## src/hdl/bemc_pkg.sv

```systemverilog
package bemc_pkg;

	localparam int NUM_W  = 32;
	localparam int ADDR_W = 5;

	// item modes
	localparam logic [1:0] MODE_EDGE  = 2'd0;
	localparam logic [1:0] MODE_TICK  = 2'd1;
	localparam logic [1:0] MODE_TOUCH = 2'd2;

	// message kinds
	localparam logic [1:0] KIND_NOTE_OFF = 2'd0;
	localparam logic [1:0] KIND_NOTE_ON  = 2'd1;
	localparam logic [1:0] KIND_CC       = 2'd2;
	localparam logic [1:0] KIND_BEND     = 2'd3;

	// bow direction codes
	localparam logic [1:0] DIR_STOP = 2'd0;
	localparam logic [1:0] DIR_POS  = 2'd1;
	localparam logic [1:0] DIR_NEG  = 2'd3;

	// register indexes (byte address = 4 * index)
	localparam logic [2:0] REG_NOTE  = 3'd0;
	localparam logic [2:0] REG_CTRL  = 3'd1;
	localparam logic [2:0] REG_VEL   = 3'd2;
	localparam logic [2:0] REG_CHAN  = 3'd3;
	localparam logic [2:0] REG_WIN   = 3'd4;
	localparam logic [2:0] REG_RUN   = 3'd5;
	localparam logic [2:0] REG_TOUCH = 3'd6;
	localparam logic [2:0] REG_MAX   = 3'd7;

	// 2 * 60000: numerator scale for round-half-up rpm
	localparam logic [16:0] RPM_K      = 17'd120000;
	localparam logic [9:0]  ADC_FULL   = 10'd1023;
	localparam logic [6:0]  MAP_FULL   = 7'd127;
	localparam int          BEND_SHIFT = 13;

	localparam logic signed [15:0] TICK_MAX = 16'sh7FFF;
	localparam logic signed [15:0] TICK_MIN = 16'sh8000;

	typedef struct packed {
		logic [6:0] note_number;
		logic [6:0] controller_number;
		logic [6:0] note_velocity;
		logic [4:0] midi_channel;
		logic [9:0] window_ms;
		logic [7:0] run_threshold;
		logic [9:0] touch_threshold;
		logic [9:0] max_rpm;
	} cfg_t;

	localparam cfg_t CFG_RESET = '{
		note_number:       7'd64,
		controller_number: 7'd20,
		note_velocity:     7'd127,
		midi_channel:      5'd1,
		window_ms:         10'd100,
		run_threshold:     8'd10,
		touch_threshold:   10'd25,
		max_rpm:           10'd600
	};

	typedef struct packed {
		logic       take;
		logic       mul;
		logic       div_rpm;
		logic       div_map;
		logic       div_bend;
		logic       rpm_save;
		logic       map_save;
		logic       bend_save;
		logic       emit;
		logic [1:0] emit_kind;
		logic       emit_last;
	} cmd_t;

	typedef struct packed {
		logic win_end;
		logic touch;
		logic div_done;
		logic change;
		logic note_on;
		logic cc_due;
		logic out_free;
	} sts_t;

endpackage

```

## src/hdl/bemc_item_if.sv

```systemverilog
interface bemc_item_if;
	logic       valid;
	logic       ready;
	logic [1:0] mode;
	logic       b_level;
	logic [9:0] sample;

	modport source (output valid, output mode, output b_level, output sample, input ready);
	modport sink   (input valid, input mode, input b_level, input sample, output ready);
endinterface

```

## src/hdl/bemc_msg_if.sv

```systemverilog
interface bemc_msg_if;
	logic        valid;
	logic        ready;
	logic [1:0]  kind;
	logic [6:0]  data_one;
	logic [6:0]  data_two;
	logic [13:0] bend;
	logic [4:0]  channel;
	logic        last;

	modport source (
		output valid, output kind, output data_one, output data_two,
		output bend, output channel, output last, input ready
	);
	modport sink (
		input valid, input kind, input data_one, input data_two,
		input bend, input channel, input last, output ready
	);
endinterface

```

## src/hdl/bemc_div.sv

```systemverilog
module bemc_div #(
	parameter int DVS_W = 24
) (
	input  logic                       clk,
	input  logic                       arst_n,
	input  logic                       start,
	input  logic [bemc_pkg::NUM_W-1:0] num,
	input  logic [DVS_W-1:0]           dvs,
	output logic                       done,
	output logic [bemc_pkg::NUM_W-1:0] quo
);
	import bemc_pkg::*;

	localparam int CNT_W = $clog2(NUM_W);

	logic             busy_q;
	logic             done_q;
	logic [CNT_W-1:0] cnt_q;
	logic [DVS_W-1:0] rem_q;
	logic [DVS_W-1:0] dvs_q;
	logic [NUM_W-1:0] quo_q;

	logic [DVS_W:0] rem_sh;
	logic [DVS_W:0] rem_nx;
	logic           fits;

	// restoring, one quotient bit per cycle
	always_comb begin
		rem_sh = {rem_q, quo_q[NUM_W-1]};
		fits   = rem_sh >= {1'b0, dvs_q};
		rem_nx = fits ? (rem_sh - {1'b0, dvs_q}) : rem_sh;
	end

	always_ff @(posedge clk or negedge arst_n) begin
		if (!arst_n) begin
			busy_q <= 1'b0;
			done_q <= 1'b0;
			cnt_q  <= '0;
		end else begin
			done_q <= 1'b0;
			if (start) begin
				busy_q <= 1'b1;
				cnt_q  <= '0;
			end else if (busy_q) begin
				cnt_q <= cnt_q + CNT_W'(1);
				if (cnt_q == CNT_W'(NUM_W - 1)) begin
					busy_q <= 1'b0;
					done_q <= 1'b1;
				end
			end
		end
	end

	always_ff @(posedge clk) begin
		if (start) begin
			rem_q <= '0;
			quo_q <= num;
			dvs_q <= dvs;
		end else if (busy_q) begin
			rem_q <= rem_nx[DVS_W-1:0];
			quo_q <= {quo_q[NUM_W-2:0], fits};
		end
	end

	assign done = done_q;
	assign quo  = quo_q;

endmodule

```

## src/hdl/bemc_dp.sv

```systemverilog
module bemc_dp #(
	parameter int PULSES_PER_REV = 360
) (
	input  logic             clk,
	input  logic             arst_n,
	input  bemc_pkg::cmd_t   cmd,
	output bemc_pkg::sts_t   sts,
	input  bemc_pkg::cfg_t   cfg,
	input  logic [1:0]       mode,
	input  logic             b_level,
	input  logic [9:0]       sample,
	input  logic             out_ready,
	output logic             out_valid,
	output logic [1:0]       kind,
	output logic [6:0]       data_one,
	output logic [6:0]       data_two,
	output logic [13:0]      bend,
	output logic [4:0]       channel,
	output logic             last
);
	import bemc_pkg::*;

	localparam int DEN_W   = $clog2(PULSES_PER_REV * 1023 + 1);
	localparam int DVS_W   = DEN_W + 1;
	localparam int DPROD_W = DEN_W + 10;

	// bow state
	logic signed [15:0] tick_q;
	logic [7:0]         right_run_q;
	logic [7:0]         left_run_q;
	logic [9:0]         elapsed_q;
	logic [1:0]         last_dir_q;
	logic               sounding_q;
	logic               out_valid_q;

	// per-item working registers
	logic [16:0]      mag_q;
	logic [9:0]       win_q;
	logic             change_q;
	logic             on_q;
	logic             snd_q;
	logic [9:0]       diff_q;
	logic [9:0]       span_q;
	logic [NUM_W-1:0] prod_q;
	logic [DEN_W-1:0] den_q;
	logic [9:0]       rpm_q;
	logic [6:0]       mapped_q;
	logic [13:0]      bend_q;

	// message register
	logic [1:0]  kind_q;
	logic [6:0]  data_one_q;
	logic [6:0]  data_two_q;
	logic [13:0] bend_out_q;
	logic [4:0]  channel_q;
	logic        last_q;

	logic [9:0]         win;
	logic [9:0]         scale;
	logic [9:0]         elapsed_inc;
	logic               win_hit;
	logic [1:0]         dir;
	logic               change;
	logic [16:0]        mag;
	logic [7:0]         rr_n;
	logic [7:0]         lr_n;
	logic [33:0]        mag_prod;
	logic [DPROD_W-1:0] den_prod;
	logic [16:0]        map_prod;

	logic             div_start;
	logic [NUM_W-1:0] div_num;
	logic [DVS_W-1:0] div_dvs;
	logic             div_done;
	logic [NUM_W-1:0] quo;

	always_comb begin
		win         = (cfg.window_ms == '0) ? 10'd1 : cfg.window_ms;
		scale       = (cfg.max_rpm == '0) ? 10'd1 : cfg.max_rpm;
		elapsed_inc = elapsed_q + 10'd1;
		win_hit     = elapsed_inc >= win;
		if (tick_q > 16'sd0) begin
			dir = DIR_POS;
		end else if (tick_q < 16'sd0) begin
			dir = DIR_NEG;
		end else begin
			dir = DIR_STOP;
		end
		change = dir != last_dir_q;
		mag    = tick_q[15] ? (17'd0 - {1'b1, tick_q}) : {1'b0, tick_q};
		rr_n   = (right_run_q < cfg.run_threshold) ? (right_run_q + 8'd1) : right_run_q;
		lr_n   = (left_run_q < cfg.run_threshold) ? (left_run_q + 8'd1) : left_run_q;
	end

	assign mag_prod = 34'(mag_q) * 34'(RPM_K);
	assign den_prod = DPROD_W'(PULSES_PER_REV) * DPROD_W'(win_q);
	assign map_prod = 17'(rpm_q) * 17'(MAP_FULL);

	// divider operand select
	assign div_start = cmd.div_rpm | cmd.div_map | cmd.div_bend;
	always_comb begin
		if (cmd.div_rpm) begin
			div_num = prod_q + NUM_W'(den_q);
			div_dvs = {den_q, 1'b0};
		end else if (cmd.div_map) begin
			div_num = NUM_W'(map_prod);
			div_dvs = DVS_W'(scale);
		end else begin
			div_num = NUM_W'({diff_q, BEND_SHIFT'(0)});
			div_dvs = DVS_W'(span_q);
		end
	end

	bemc_div #(
		.DVS_W (DVS_W)
	) u_div (
		.clk    (clk),
		.arst_n (arst_n),
		.start  (div_start),
		.num    (div_num),
		.dvs    (div_dvs),
		.done   (div_done),
		.quo    (quo)
	);

	always_ff @(posedge clk or negedge arst_n) begin
		if (!arst_n) begin
			tick_q      <= '0;
			right_run_q <= '0;
			left_run_q  <= '0;
			elapsed_q   <= '0;
			last_dir_q  <= DIR_STOP;
			sounding_q  <= 1'b0;
			out_valid_q <= 1'b0;
		end else begin
			if (cmd.take) begin
				case (mode)
					MODE_EDGE: begin
						if (b_level) begin
							right_run_q <= rr_n;
							left_run_q  <= '0;
							if (rr_n >= cfg.run_threshold && tick_q != TICK_MAX) begin
								tick_q <= tick_q + 16'sd1;
							end
						end else begin
							left_run_q  <= lr_n;
							right_run_q <= '0;
							if (lr_n >= cfg.run_threshold && tick_q != TICK_MIN) begin
								tick_q <= tick_q - 16'sd1;
							end
						end
					end
					MODE_TICK: begin
						if (win_hit) begin
							elapsed_q  <= '0;
							tick_q     <= '0;
							last_dir_q <= dir;
							if (change) begin
								sounding_q <= dir != DIR_STOP;
							end
						end else begin
							elapsed_q <= elapsed_inc;
						end
					end
					default: begin
					end
				endcase
			end
			if (cmd.emit) begin
				out_valid_q <= 1'b1;
			end else if (out_ready) begin
				out_valid_q <= 1'b0;
			end
		end
	end

	always_ff @(posedge clk) begin
		if (cmd.take) begin
			mag_q    <= mag;
			win_q    <= win;
			change_q <= change;
			on_q     <= change && (dir != DIR_STOP);
			snd_q    <= change ? (dir != DIR_STOP) : sounding_q;
			diff_q   <= sample - cfg.touch_threshold;
			span_q   <= ADC_FULL - cfg.touch_threshold;
		end
		if (cmd.mul) begin
			prod_q <= mag_prod[NUM_W-1:0];
			den_q  <= den_prod[DEN_W-1:0];
		end
		if (cmd.rpm_save) begin
			rpm_q <= (quo > NUM_W'(scale)) ? scale : quo[9:0];
		end
		if (cmd.map_save) begin
			mapped_q <= quo[6:0];
		end
		if (cmd.bend_save) begin
			bend_q <= quo[13:0];
		end
		if (cmd.emit) begin
			kind_q    <= cmd.emit_kind;
			channel_q <= cfg.midi_channel;
			last_q    <= cmd.emit_last;
			case (cmd.emit_kind)
				KIND_NOTE_OFF, KIND_NOTE_ON: begin
					data_one_q <= cfg.note_number;
					data_two_q <= cfg.note_velocity;
					bend_out_q <= '0;
				end
				KIND_CC: begin
					data_one_q <= cfg.controller_number;
					data_two_q <= mapped_q;
					bend_out_q <= '0;
				end
				default: begin
					data_one_q <= '0;
					data_two_q <= '0;
					bend_out_q <= bend_q;
				end
			endcase
		end
	end

	always_comb begin
		sts.win_end  = (mode == MODE_TICK) && win_hit;
		sts.touch    = (mode == MODE_TOUCH) && (sample > cfg.touch_threshold);
		sts.div_done = div_done;
		sts.change   = change_q;
		sts.note_on  = on_q;
		sts.cc_due   = (mapped_q != '0) && snd_q;
		sts.out_free = !out_valid_q || out_ready;
	end

	assign out_valid = out_valid_q;
	assign kind      = kind_q;
	assign data_one  = data_one_q;
	assign data_two  = data_two_q;
	assign bend      = bend_out_q;
	assign channel   = channel_q;
	assign last      = last_q;

endmodule

```

## src/hdl/bemc_ctrl.sv

```systemverilog
module bemc_ctrl (
	input  logic           clk,
	input  logic           arst_n,
	input  logic           item_valid,
	output logic           item_ready,
	output bemc_pkg::cmd_t cmd,
	input  bemc_pkg::sts_t sts
);
	import bemc_pkg::*;

	localparam logic [3:0] ST_IDLE   = 4'd0;
	localparam logic [3:0] ST_W_MUL  = 4'd1;
	localparam logic [3:0] ST_W_DIV  = 4'd2;
	localparam logic [3:0] ST_W_WAIT = 4'd3;
	localparam logic [3:0] ST_M_DIV  = 4'd4;
	localparam logic [3:0] ST_M_WAIT = 4'd5;
	localparam logic [3:0] ST_W_DEC  = 4'd6;
	localparam logic [3:0] ST_E_OFF  = 4'd7;
	localparam logic [3:0] ST_E_ON   = 4'd8;
	localparam logic [3:0] ST_E_CC   = 4'd9;
	localparam logic [3:0] ST_T_DIV  = 4'd10;
	localparam logic [3:0] ST_T_WAIT = 4'd11;
	localparam logic [3:0] ST_E_PB   = 4'd12;

	logic [3:0] state_q;
	logic [3:0] state_d;

	always_comb begin
		cmd        = '0;
		state_d    = state_q;
		item_ready = state_q == ST_IDLE;
		case (state_q)
			ST_IDLE: begin
				if (item_valid) begin
					cmd.take = 1'b1;
					if (sts.win_end) begin
						state_d = ST_W_MUL;
					end else if (sts.touch) begin
						state_d = ST_T_DIV;
					end
				end
			end
			ST_W_MUL: begin
				cmd.mul = 1'b1;
				state_d = ST_W_DIV;
			end
			ST_W_DIV: begin
				cmd.div_rpm = 1'b1;
				state_d     = ST_W_WAIT;
			end
			ST_W_WAIT: begin
				if (sts.div_done) begin
					cmd.rpm_save = 1'b1;
					state_d      = ST_M_DIV;
				end
			end
			ST_M_DIV: begin
				cmd.div_map = 1'b1;
				state_d     = ST_M_WAIT;
			end
			ST_M_WAIT: begin
				if (sts.div_done) begin
					cmd.map_save = 1'b1;
					state_d      = ST_W_DEC;
				end
			end
			ST_W_DEC: begin
				if (sts.change) begin
					state_d = ST_E_OFF;
				end else if (sts.cc_due) begin
					state_d = ST_E_CC;
				end else begin
					state_d = ST_IDLE;
				end
			end
			ST_E_OFF: begin
				if (sts.out_free) begin
					cmd.emit      = 1'b1;
					cmd.emit_kind = KIND_NOTE_OFF;
					cmd.emit_last = !sts.note_on && !sts.cc_due;
					if (sts.note_on) begin
						state_d = ST_E_ON;
					end else if (sts.cc_due) begin
						state_d = ST_E_CC;
					end else begin
						state_d = ST_IDLE;
					end
				end
			end
			ST_E_ON: begin
				if (sts.out_free) begin
					cmd.emit      = 1'b1;
					cmd.emit_kind = KIND_NOTE_ON;
					cmd.emit_last = !sts.cc_due;
					state_d       = sts.cc_due ? ST_E_CC : ST_IDLE;
				end
			end
			ST_E_CC: begin
				if (sts.out_free) begin
					cmd.emit      = 1'b1;
					cmd.emit_kind = KIND_CC;
					cmd.emit_last = 1'b1;
					state_d       = ST_IDLE;
				end
			end
			ST_T_DIV: begin
				cmd.div_bend = 1'b1;
				state_d      = ST_T_WAIT;
			end
			ST_T_WAIT: begin
				if (sts.div_done) begin
					cmd.bend_save = 1'b1;
					state_d       = ST_E_PB;
				end
			end
			ST_E_PB: begin
				if (sts.out_free) begin
					cmd.emit      = 1'b1;
					cmd.emit_kind = KIND_BEND;
					cmd.emit_last = 1'b1;
					state_d       = ST_IDLE;
				end
			end
			default: begin
				state_d = ST_IDLE;
			end
		endcase
	end

	always_ff @(posedge clk or negedge arst_n) begin
		if (!arst_n) begin
			state_q <= ST_IDLE;
		end else begin
			state_q <= state_d;
		end
	end

endmodule

```

## src/hdl/bow_encoder_to_midi_controller.sv

```systemverilog
// channel | dir | words                                   | handshake
// --------+-----+-----------------------------------------+-------------------------
// item    | in  | mode, b_level, sample                   | valid/ready
// msg     | out | kind, data_one, data_two, bend, channel,| valid/ready
//         |     | last                                    |
// apb     | in  | psel/penable/pwrite/paddr/pwdata/prdata | write at access phase
//
// Sequencing: encoder edges, non-final ticks, quiet touch samples and mode 3
// items are taken in idle and go no further. A touch bend and a window end run
// on the shared 32-step serial divider, used once for a bend and twice (rpm,
// then mapping) at a window end, and then emit any messages they produce.
// Reset: arst_n clears the bow state, the sequencer and the output valid;
// registers come back to their documented defaults.
// Stalls: msg.ready low holds the current word; the final word of an item may
// wait in the output register while the next item is taken.
module bow_encoder_to_midi_controller #(
	parameter int PULSES_PER_REV = 360
) (
	input  logic                        clk,
	input  logic                        arst_n,
	input  logic                        psel,
	input  logic                        penable,
	input  logic                        pwrite,
	input  logic [bemc_pkg::ADDR_W-1:0] paddr,
	input  logic [31:0]                 pwdata,
	output logic [31:0]                 prdata,
	output logic                        pready,
	bemc_item_if.sink                   item,
	bemc_msg_if.source                  msg
);
	import bemc_pkg::*;

	cfg_t       cfg_q;
	cmd_t       cmd;
	sts_t       sts;
	logic       cfg_wr;
	logic [2:0] reg_idx;

	// register file, word-addressed; low address bits ignored
	assign pready  = 1'b1;
	assign cfg_wr  = psel && penable && pwrite && pready;
	assign reg_idx = paddr[4:2];

	always_ff @(posedge clk or negedge arst_n) begin
		if (!arst_n) begin
			cfg_q <= CFG_RESET;
		end else if (cfg_wr) begin
			case (reg_idx)
				REG_NOTE:  cfg_q.note_number       <= pwdata[6:0];
				REG_CTRL:  cfg_q.controller_number <= pwdata[6:0];
				REG_VEL:   cfg_q.note_velocity     <= pwdata[6:0];
				REG_CHAN:  cfg_q.midi_channel      <= pwdata[4:0];
				REG_WIN:   cfg_q.window_ms         <= pwdata[9:0];
				REG_RUN:   cfg_q.run_threshold     <= pwdata[7:0];
				REG_TOUCH: cfg_q.touch_threshold   <= pwdata[9:0];
				REG_MAX:   cfg_q.max_rpm           <= pwdata[9:0];
				default: begin
				end
			endcase
		end
	end

	always_comb begin
		case (reg_idx)
			REG_NOTE:  prdata = 32'(cfg_q.note_number);
			REG_CTRL:  prdata = 32'(cfg_q.controller_number);
			REG_VEL:   prdata = 32'(cfg_q.note_velocity);
			REG_CHAN:  prdata = 32'(cfg_q.midi_channel);
			REG_WIN:   prdata = 32'(cfg_q.window_ms);
			REG_RUN:   prdata = 32'(cfg_q.run_threshold);
			REG_TOUCH: prdata = 32'(cfg_q.touch_threshold);
			REG_MAX:   prdata = 32'(cfg_q.max_rpm);
			default:   prdata = '0;
		endcase
	end

	// sequencer: takes items, steps the divider, paces the messages
	bemc_ctrl u_ctrl (
		.clk        (clk),
		.arst_n     (arst_n),
		.item_valid (item.valid),
		.item_ready (item.ready),
		.cmd        (cmd),
		.sts        (sts)
	);

	// bow state, filter, rpm and bend math, output register
	bemc_dp #(
		.PULSES_PER_REV (PULSES_PER_REV)
	) u_dp (
		.clk       (clk),
		.arst_n    (arst_n),
		.cmd       (cmd),
		.sts       (sts),
		.cfg       (cfg_q),
		.mode      (item.mode),
		.b_level   (item.b_level),
		.sample    (item.sample),
		.out_ready (msg.ready),
		.out_valid (msg.valid),
		.kind      (msg.kind),
		.data_one  (msg.data_one),
		.data_two  (msg.data_two),
		.bend      (msg.bend),
		.channel   (msg.channel),
		.last      (msg.last)
	);

endmodule

```

## src/flat_wrapper.sv

```systemverilog
// flat-port wrapper written by rule: the top's interface ports become plain ports
module bow_encoder_to_midi_controller_flat import bemc_pkg::*;
#(
	parameter int PULSES_PER_REV = 360
)
  (clk, arst_n, psel, penable, pwrite, paddr, pwdata, prdata, pready, item_valid, item_mode, item_b_level, item_sample, item_ready, msg_valid, msg_kind, msg_data_one, msg_data_two, msg_bend, msg_channel, msg_last, msg_ready);
  bemc_item_if item_i ();
  bemc_msg_if msg_i ();
  input  logic clk;
  input  logic arst_n;
  input  logic psel;
  input  logic penable;
  input  logic pwrite;
  input  logic [bemc_pkg::ADDR_W-1:0] paddr;
  input  logic [31:0] pwdata;
  output logic [31:0] prdata;
  output logic pready;
  input wire logic [$bits(item_i.valid)-1:0] item_valid;
  input wire logic [$bits(item_i.mode)-1:0] item_mode;
  input wire logic [$bits(item_i.b_level)-1:0] item_b_level;
  input wire logic [$bits(item_i.sample)-1:0] item_sample;
  output wire logic [$bits(item_i.ready)-1:0] item_ready;
  output wire logic [$bits(msg_i.valid)-1:0] msg_valid;
  output wire logic [$bits(msg_i.kind)-1:0] msg_kind;
  output wire logic [$bits(msg_i.data_one)-1:0] msg_data_one;
  output wire logic [$bits(msg_i.data_two)-1:0] msg_data_two;
  output wire logic [$bits(msg_i.bend)-1:0] msg_bend;
  output wire logic [$bits(msg_i.channel)-1:0] msg_channel;
  output wire logic [$bits(msg_i.last)-1:0] msg_last;
  input wire logic [$bits(msg_i.ready)-1:0] msg_ready;
  assign item_i.valid = item_valid;
  assign item_i.mode = item_mode;
  assign item_i.b_level = item_b_level;
  assign item_i.sample = item_sample;
  assign item_ready = item_i.ready;
  assign msg_valid = msg_i.valid;
  assign msg_kind = msg_i.kind;
  assign msg_data_one = msg_i.data_one;
  assign msg_data_two = msg_i.data_two;
  assign msg_bend = msg_i.bend;
  assign msg_channel = msg_i.channel;
  assign msg_last = msg_i.last;
  assign msg_i.ready = msg_ready;
  bow_encoder_to_midi_controller #(.PULSES_PER_REV(PULSES_PER_REV)) u_core (.clk(clk), .arst_n(arst_n), .psel(psel), .penable(penable), .pwrite(pwrite), .paddr(paddr), .pwdata(pwdata), .prdata(prdata), .pready(pready), .item(item_i), .msg(msg_i));
endmodule
```

## config.mk

```make
export PLATFORM = sky130hd
export DESIGN_NAME = bow_encoder_to_midi_controller_flat
export DESIGN_NICKNAME = d
export VERILOG_FILES = /design/src/hdl/bemc_pkg.sv /design/src/hdl/bemc_item_if.sv /design/src/hdl/bemc_msg_if.sv /design/src/hdl/bemc_div.sv /design/src/hdl/bemc_dp.sv /design/src/hdl/bemc_ctrl.sv /design/src/hdl/bow_encoder_to_midi_controller.sv /design/src/flat_wrapper.sv
export SDC_FILE = /design/constraint.sdc
export NUM_CORES = 1
export LEC_CHECK = 0
export BUFFER_PORTS_ARGS = -buffer_cell sky130_fd_sc_hd__buf_2
export CAP_MARGIN = 20
export CORE_MARGIN = 10
export CORE_UTILIZATION = 50
export DETAILED_ROUTE_END_ITERATION = 6
export PLACE_DENSITY_LB_ADDON = 0.2
export SYNTH_ARGS = -nofsm -noshare
export SYNTH_HDL_FRONTEND = slang
export SYNTH_SLANG_ARGS = --single-unit
```

## constraint.sdc

```tcl
create_clock -name clk -period 11.8 [get_ports clk]
set_clock_uncertainty 0.05 [all_clocks]
set_input_delay 1.18 -clock clk [delete_from_list [all_inputs] [get_ports clk]]
set_output_delay 1.18 -clock clk [all_outputs]
set_load 0.02 [all_outputs]
```

==> results of run 1 <==
cells in the final DEF, fill, tap and decap left out, types with 17 or more instances in the layout:
cell / synthesis / final
dfrtp_1: 98 / 98
edfxtp_1: 211 / 211
a31oi_1: 17 / 17
nand3_1: 45 / 45
nand2_1: 184 / 184
inv_1: 294 / 293
o21ai_0: 178 / 178
a22o_1: 20 / 20
ha_1: 245 / 245
buf_2: 5 / 79
or3_1: 18 / 18
mux2i_1: 37 / 37
o22ai_1: 18 / 18
xor2_1: 40 / 40
and2_1: 18 / 18
conb_1: 2 / 24
fa_1: 115 / 115
nor2_1: 121 / 120
mux2_2: 42 / 42
dfstp_2: 23 / 23
nor2b_1: 18 / 18
nor3_1: 39 / 37
a21oi_1: 113 / 113
xnor2_1: 101 / 101
o21a_1: 21 / 21
clkbuf_16: 0 / 39
dfxtp_1: 20 / 20
nand4_1: 23 / 23
and3_1: 29 / 29
a21o_1: 44 / 44
cell families after synthesis:
group / count (synthesis) / synth area share (%)
buffers and inverters: 395 / 6.344
and+or+nand+nor: 558 / 10.80
adders and majority gates: 360 / 21.41
other: 2 / 0.02996
AOI/OAI and AO/OA: 537 / 13.50
muxes: 87 / 3.933
xor gates and xnor gates: 141 / 4.926
DFF: 352 / 39.06
worst reg2reg max path: cells and delay by family, from the launching register on:
kind / cells / cell delay [ns]
AOI/OAI and AO/OA: 7 / 1.47
xor gates and xnor gates: 1 / 0.09
adders and majority gates: 6 / 2.86
buffers and inverters: 4 / 0.32
DFF: 1 / 0.60
final timing paths:
kind / from / endpoint / slack (ns) / depth (start not counted)
setup / recovery: u_core.u_dp.mag_q[7] / u_core.u_dp.prod_q[31] / 6.13 / 18
setup reg to reg: u_core.u_dp.mag_q[7] / u_core.u_dp.prod_q[31] / 6.13 / 18
hold / removal: u_core.cfg_q[40] / u_core.u_dp.channel[2] / 0.43 / 0
hold reg to reg: u_core.cfg_q[40] / u_core.u_dp.channel[2] / 0.43 / 0
max in group asynchronous: arst_n / u_core.cfg_q[4] / 10.09 / 3
min in group asynchronous: arst_n / u_core.u_dp.left_run_q[4] / 0.56 / 1
per-stage QoR:
stage | hold WS [ns] | worst slack (ns) | util [%]
floorplan | 0.3749 | 6.610 | -
finish | 0.4338 | 6.131 | 55.79
detailed placement | 0.4150 | 6.125 | 52.86
global route | 0.4440 | 5.788 | 55.79
global placement | 0.4044 | 6.247 | 52.86
CTS | 0.4326 | 6.115 | 55.55
final cells by class:
type,count,area share [%]
Sequential cell,352,35.64
Inverter,295,4.029
Multi-Input combinational cell,1707,50.23
Antenna cell,2,0.01821
Timing Repair Buffer,100,2.249
Clock buffer,51,3.934
Tap cell,664,3.023
Clock inverter,21,0.8833
power groups by stage:
stage	Combinational [uW]	Clock (uW)	Sequential (uW)
detailed placement	3360	0	2120
floorplan	2620	0	2050
global route	3860	1320	2130
global placement	3280	0	2110
CTS	3380	1280	2100
finish	3370	1250	2100
sequential cells by signal, summed over array words and instances (netlist names), 7 cells and up:
name / cells
u_core.cfg_q: 64
u_core.u_dp.u_div.quo: 32
u_core.u_dp.prod_q: 26
u_core.u_dp.u_div.dvs_q: 20
u_core.u_dp.u_div.rem_q: 20
u_core.u_dp.mag_q: 17
u_core.u_dp.den_q: 16
u_core.u_dp.tick_q: 16
u_core.u_dp.bend: 14
u_core.u_dp.bend_q: 14
u_core.u_dp.diff_q: 10
u_core.u_dp.elapsed_q: 10
u_core.u_dp.rpm_q: 10
u_core.u_dp.span_q: 10
u_core.u_dp.win_q: 10
u_core.u_dp.left_run_q: 8
u_core.u_dp.right_run_q: 8
u_core.u_dp.data_one: 7
u_core.u_dp.data_two: 7
u_core.u_dp.mapped_q: 7
routing by layer:
metal / vias up / wire length, um / GRT usage [%]
li1: 8665 / - / -
met1: 8699 / 26630 / 26.66
met2: 433 / 27850 / 31.62
met3: 95 / 2850 / 2.341
met4: 0 / 1777 / 6.740
met5: - / 0 / 0
==> impl_metrics.json, run 1 <==
{
  "io_pins": 128,
  "slew_headroom_pct": 25.53,
  "leakagePower_uw": 0.01236,
  "synth_top_cell_by_area": "edfxtp_1",
  "critical_path_class": "reg -> reg",
  "critPathLaunchType": "flop",
  "fmax_ghz": 0.1764,
  "power_frac_seq_pct": 31.2,
  "antenna_found_initial": 2,
  "tns_ns": 0,
  "critPathSlowestCell": "edfxtp_1",
  "cts_resized": 0,
  "cts_tree": "built",
  "die_h_um": 243.9,
  "via_per_inst": 5.605,
  "seq_area_mm2": 0.009793,
  "power.net_switching_uw": 2708,
  "rsz0062_at_grt": "no",
  "synthCells": 2432,
  "nets": 2912,
  "synthToLayoutAreaGrowth_pct": 9.623,
  "routed-via-count": 17890,
  "synth.distinct_cells": 83,
  "setup_viol": 0,
  "finalHoldViolCount": 0,
  "grt_pass1_wl_um": 94670,
  "gp_congestion": 0.9114,
  "drive_gt1_share_pct": 10.33,
  "synthArstFlopShare_pct": 34.38,
  "avgSynthCellArea_um2": 10.31,
  "fill_cells": 4358,
  "p_clk_share_pct": 18.6,
  "hold_buffers": 0,
  "wl_um": 59100,
  "finalPower_uw": 6718,
  "vdd_drop_max_mv": 0.1604,
  "htree_num_levels": 2,
  "fin_crit_ns": 5.669,
  "grt_start_max_net_pins": 78,
  "slew_violations": 0,
  "drt_first_pass_iters": 5,
  "cap_violations": 0,
  "critPathCaptureType": "flop",
  "placedInstanceArea_mm2": 0.02604,
  "synth_top_cell_area_share_pct": 25.27,
  "cpLargestDelayFamily": "adder cells",
  "yosysMostFrequentCell": "inv_1",
  "slowest_delay_ns": 0.60,
  "multiInputGateArea_mm2": 0.01380,
  "start_util_pct": 50.90,
  "grt.overflow.total": 0,
  "avgRoutedWirePerCell_um": 18.52,
  "grtUsageTotal_pct": 19.51,
  "switching_share_pct": 40.30,
  "syn_area_mm2": 0.02507,
  "power_frac_comb_pct": 50.2,
  "num_rows": 81,
  "place.port_buffers": 80,
  "fin_crit_sh_pct": 48.04,
  "crit_top_cell": "fa_1",
  "synth-edff-count": 211,
  "seq_area_frac_synth_pct": 39.06,
  "grt_pass1_vias": 17450,
  "cp.arrival_ns": 5.92,
  "postCtsSetupBuffers": 0,
  "die_area_mm2": 0.05949,
  "power.density_mw_per_mm2": 244.5,
  "clk_latency_ns": 0.57,
  "min_path_type": "reg -> reg",
  "drc": 0,
  "ys_warn_count": 0,
  "synth_commonest_cells": "inv_1, ha_1, edfxtp_1",
  "status": "complete, no violations",
  "cts_root_buf": "clkbuf_16",
  "tightest_slew_ns": 1.109,
  "dr.first_iter.drc_count": 1193,
  "ant_nets": 0,
  "worstPathCellList": "inv_1, fa_1, inv_1, fa_1, fa_1, inv_1, fa_1, fa_1, inv_1, ha_1, a21o_1, a21o_1, a21oi_1, o22ai_1, a211oi_1, o21ai_0, a21oi_1, xnor2_1",
  "ys.flop_type": "edfxtp_1",
  "clk_path_buf_depth": 3,
  "cp_num_buf_inv": 4,
  "stdcell_area_mm2": 0.02748,
  "intPower_uw": 4011,
  "dp_hpwl_um": 45590,
  "ys_ff_latch": 352,
  "clk_pin_slew_ns": 0.07,
  "placed_cells": 3111,
  "worst-path-max-fanout": 6,
  "ys_top_cells_by_area": "edfxtp_1, ha_1, dfrtp_1",
  "cts_sinks": 352,
  "die_w_um": 243.9,
  "final_cells": 3192,
  "cts_made_buffers": 39,
  "required_ns": 12.05,
  "core-area_mm2": 0.04925
}
Note: power is estimated with default switching activity, not from simulation.
==> run 2: changes to the inputs <==
==> constraint.sdc (replaced) <==
create_clock -name clk -period 4.65 [get_ports clk]
set_clock_uncertainty 0.05 [all_clocks]
set_input_delay 0.465 -clock clk [delete_from_list [all_inputs] [get_ports clk]]
set_output_delay 0.465 -clock clk [all_outputs]
set_load 0.02 [all_outputs]
==> impl_metrics.json, run 2 (synthesis results as in run 1) <==
{
  "tightest_slew_ns": 1.042,
  "core-area_mm2": 0.04925,
  "htree_num_levels": 2,
  "critPathLaunchType": "flop",
  "largest_reg_flops": 64,
  "hold-path-cell-count": 3,
  "reg2reg_from": "u_core.u_dp.mag_q[7]",
  "avgRoutedWirePerCell_um": 18.82,
  "power_frac_comb_pct": 55.1,
  "power_frac_seq_pct": 27.5,
  "wl_um": 61750,
  "grt_pass1_vias": 18310,
  "io_pins": 128,
  "grt_start_max_net_pins": 55,
  "vdd_drop_max_mv": 0.7073,
  "place.port_buffers": 80,
  "worst-path-max-fanout": 3,
  "routed-via-count": 18440,
  "crit_top_cell": "fa_1",
  "mostFrequentLayoutCell": "inv_1",
  "r2r_slack_ns": -0.18,
  "dp_slack_ns": -0.2307,
  "grt_pass1_wl_um": 99410,
  "min_from": "pwdata[9]",
  "dp_hpwl_um": 47630,
  "via_per_inst": 5.621,
  "intPower_uw": 11550,
  "required_ns": 4.90,
  "dr.first_iter.drc_count": 1309,
  "timing.rr.end": "u_core.u_dp.prod_q[29]",
  "slew_violations": 0,
  "grtUsageTotal_pct": 20.54,
  "num_rows": 81,
  "die_w_um": 243.9,
  "slowest_delay_ns": 0.54,
  "critPathCaptureType": "flop",
  "nets": 3000,
  "whs_endpoint": "u_core.cfg_q[9]",
  "placed_cells": 3183,
  "violations": "negative setup slack",
  "drc": 0,
  "final_core_util_pct": 57.99,
  "cts_made_buffers": 39,
  "layout_setup_ws_ns": -0.1843,
  "cts_tree": "built",
  "ff2ff_path_depth": 16,
  "status": "complete, but fails checks",
  "power.net_switching_uw": 7648,
  "drive_gt1_share_pct": 16.41,
  "gp_congestion": 0.9078,
  "cts_root_buf": "clkbuf_16",
  "fmax_ghz": 0.2069,
  "fin_crit_sh_pct": 104.0,
  "hold_ws_ns": 0.09444,
  "setup_viol": 9,
  "critPathSlowestCell": "fa_1",
  "rsz0062_at_grt": "yes",
  "slew_headroom_pct": 30.02,
  "clk_latency_ns": 0.57,
  "finalHoldViolCount": 0,
  "grt.overflow.total": 0,
  "p_clk_share_pct": 17.4,
  "leakagePower_uw": 0.01283,
  "die_h_um": 243.9,
  "drt_first_pass_iters": 5,
  "min_path_type": "in -> reg",
  "cp.arrival_ns": 5.08,
  "worstPathCellList": "fa_1, fa_1, fa_1, fa_1, inv_1, fa_1, inv_2, ha_4, a21o_1, a21o_1, a21oi_2, o22ai_2, a211oi_2, o21bai_1, a21oi_1, xnor2_1",
  "fin_crit_ns": 4.834,
  "critical_path_class": "reg -> reg",
  "cap_violations": 0,
  "tns_ns": -0.7139,
  "start_util_pct": 50.90,
  "switching_share_pct": 39.84,
  "clk_path_buf_depth": 3,
  "final_cell_mix": "inv_1, ha_1, edfxtp_1",
  "power.density_mw_per_mm2": 672.2,
  "cts_sinks": 352,
  "top_register": "u_core.cfg_q",
  "ant_nets": 0,
  "synthToLayoutAreaGrowth_pct": 13.93,
  "clk_pin_slew_ns": 0.07,
  "final_cells": 3281,
  "die_area_mm2": 0.05949,
  "antenna_found_initial": 3
}
[run 2: cell count changes in the layout (fill, tap and decap cells not counted), sizes merged]
cell,previous run,this run
bufinv,3,7
clkbuf,52,44
clkinv,16,18
diode,2,3
buf,99,186
clkinvlp,1,3
dlygate4sd3,0,1
[run 2: how the worst max path moves through the flow]
stage	from	slack [ns]	end	cells past startpoint
global route	u_core.u_dp.mag_q[8]	-0.40	u_core.u_dp.prod_q[29]	18
finish	u_core.u_dp.mag_q[7]	-0.18	u_core.u_dp.prod_q[29]	16
floorplan	u_core.u_dp.mag_q[8]	-0.04	u_core.u_dp.prod_q[29]	16
global placement	u_core.u_dp.mag_q[1]	-0.13	u_core.u_dp.prod_q[29]	17
detailed placement	u_core.u_dp.mag_q[1]	-0.23	u_core.u_dp.prod_q[29]	17
CTS	u_core.u_dp.mag_q[4]	-0.17	u_core.u_dp.prod_q[29]	17
[run 2: critical path: cells and delay by family (launching register included)]
kind	cells	cell delay, ns
AOI/OAI and AO/OA	7	1.22
xor gates and xnor gates	1	0.10
buffers and inverters	2	0.10
adders and majority gates	6	2.67
DFF	1	0.45
[run 2: final cells by class]
class                   count  area, um2
multi-input cells        1707      14190
inverters                 295       1107
repair buffers            188       1251
flip-flops and latches    352       9793
well taps                 664      830.8
fillers                  4221      20690
clock buffers              43       1022
diodes                      3      7.507
clock inverters            29      355.3
[run 2: layer usage]
| metal | vias up | wire length, um | global-route usage [%] |
|---|---|---|---|
| li1 | 8834 | - | - |
| met1 | 9052 | 27400 | 28.05 |
| met2 | 468 | 29610 | 33.37 |
| met3 | 87 | 3208 | 3.053 |
| met4 | 2 | 1522 | 5.936 |
| met5 | - | 11 | 0 |
[run 2: power by group through the flow]
stage / sequential, uW / clock [uW] / combinational, uW
2_1_floorplan: 5200 / 0 / 7030
3_3_place_gp: 5310 / 0 / 9500
3_5_place_dp: 5330 / 0 / 9760
4_1_cts: 5280 / 3390 / 10300
5_1_grt: 5360 / 3530 / 11900
6_report: 5290 / 3330 / 10600
[run 2: timing repair]
action                                  in CTS  in global routing
pin swaps                                   43                 29
hold endpoints to repair                    36                  0
gates resized for setup                     33                 43
buffers inserted                             8                  9
hold buffers                                 1                  0
endpoints found under the setup margin      14                 23
[run 2: metrics by stage]
stage          total power (uW)  cell area, um2
3_5_place_dp              15100           26680
2_1_floorplan             12230           25260
6_report                  19200           28560
5_1_grt                   20790           28560
3_3_place_gp              14810           26680
4_1_cts                   18940           28240
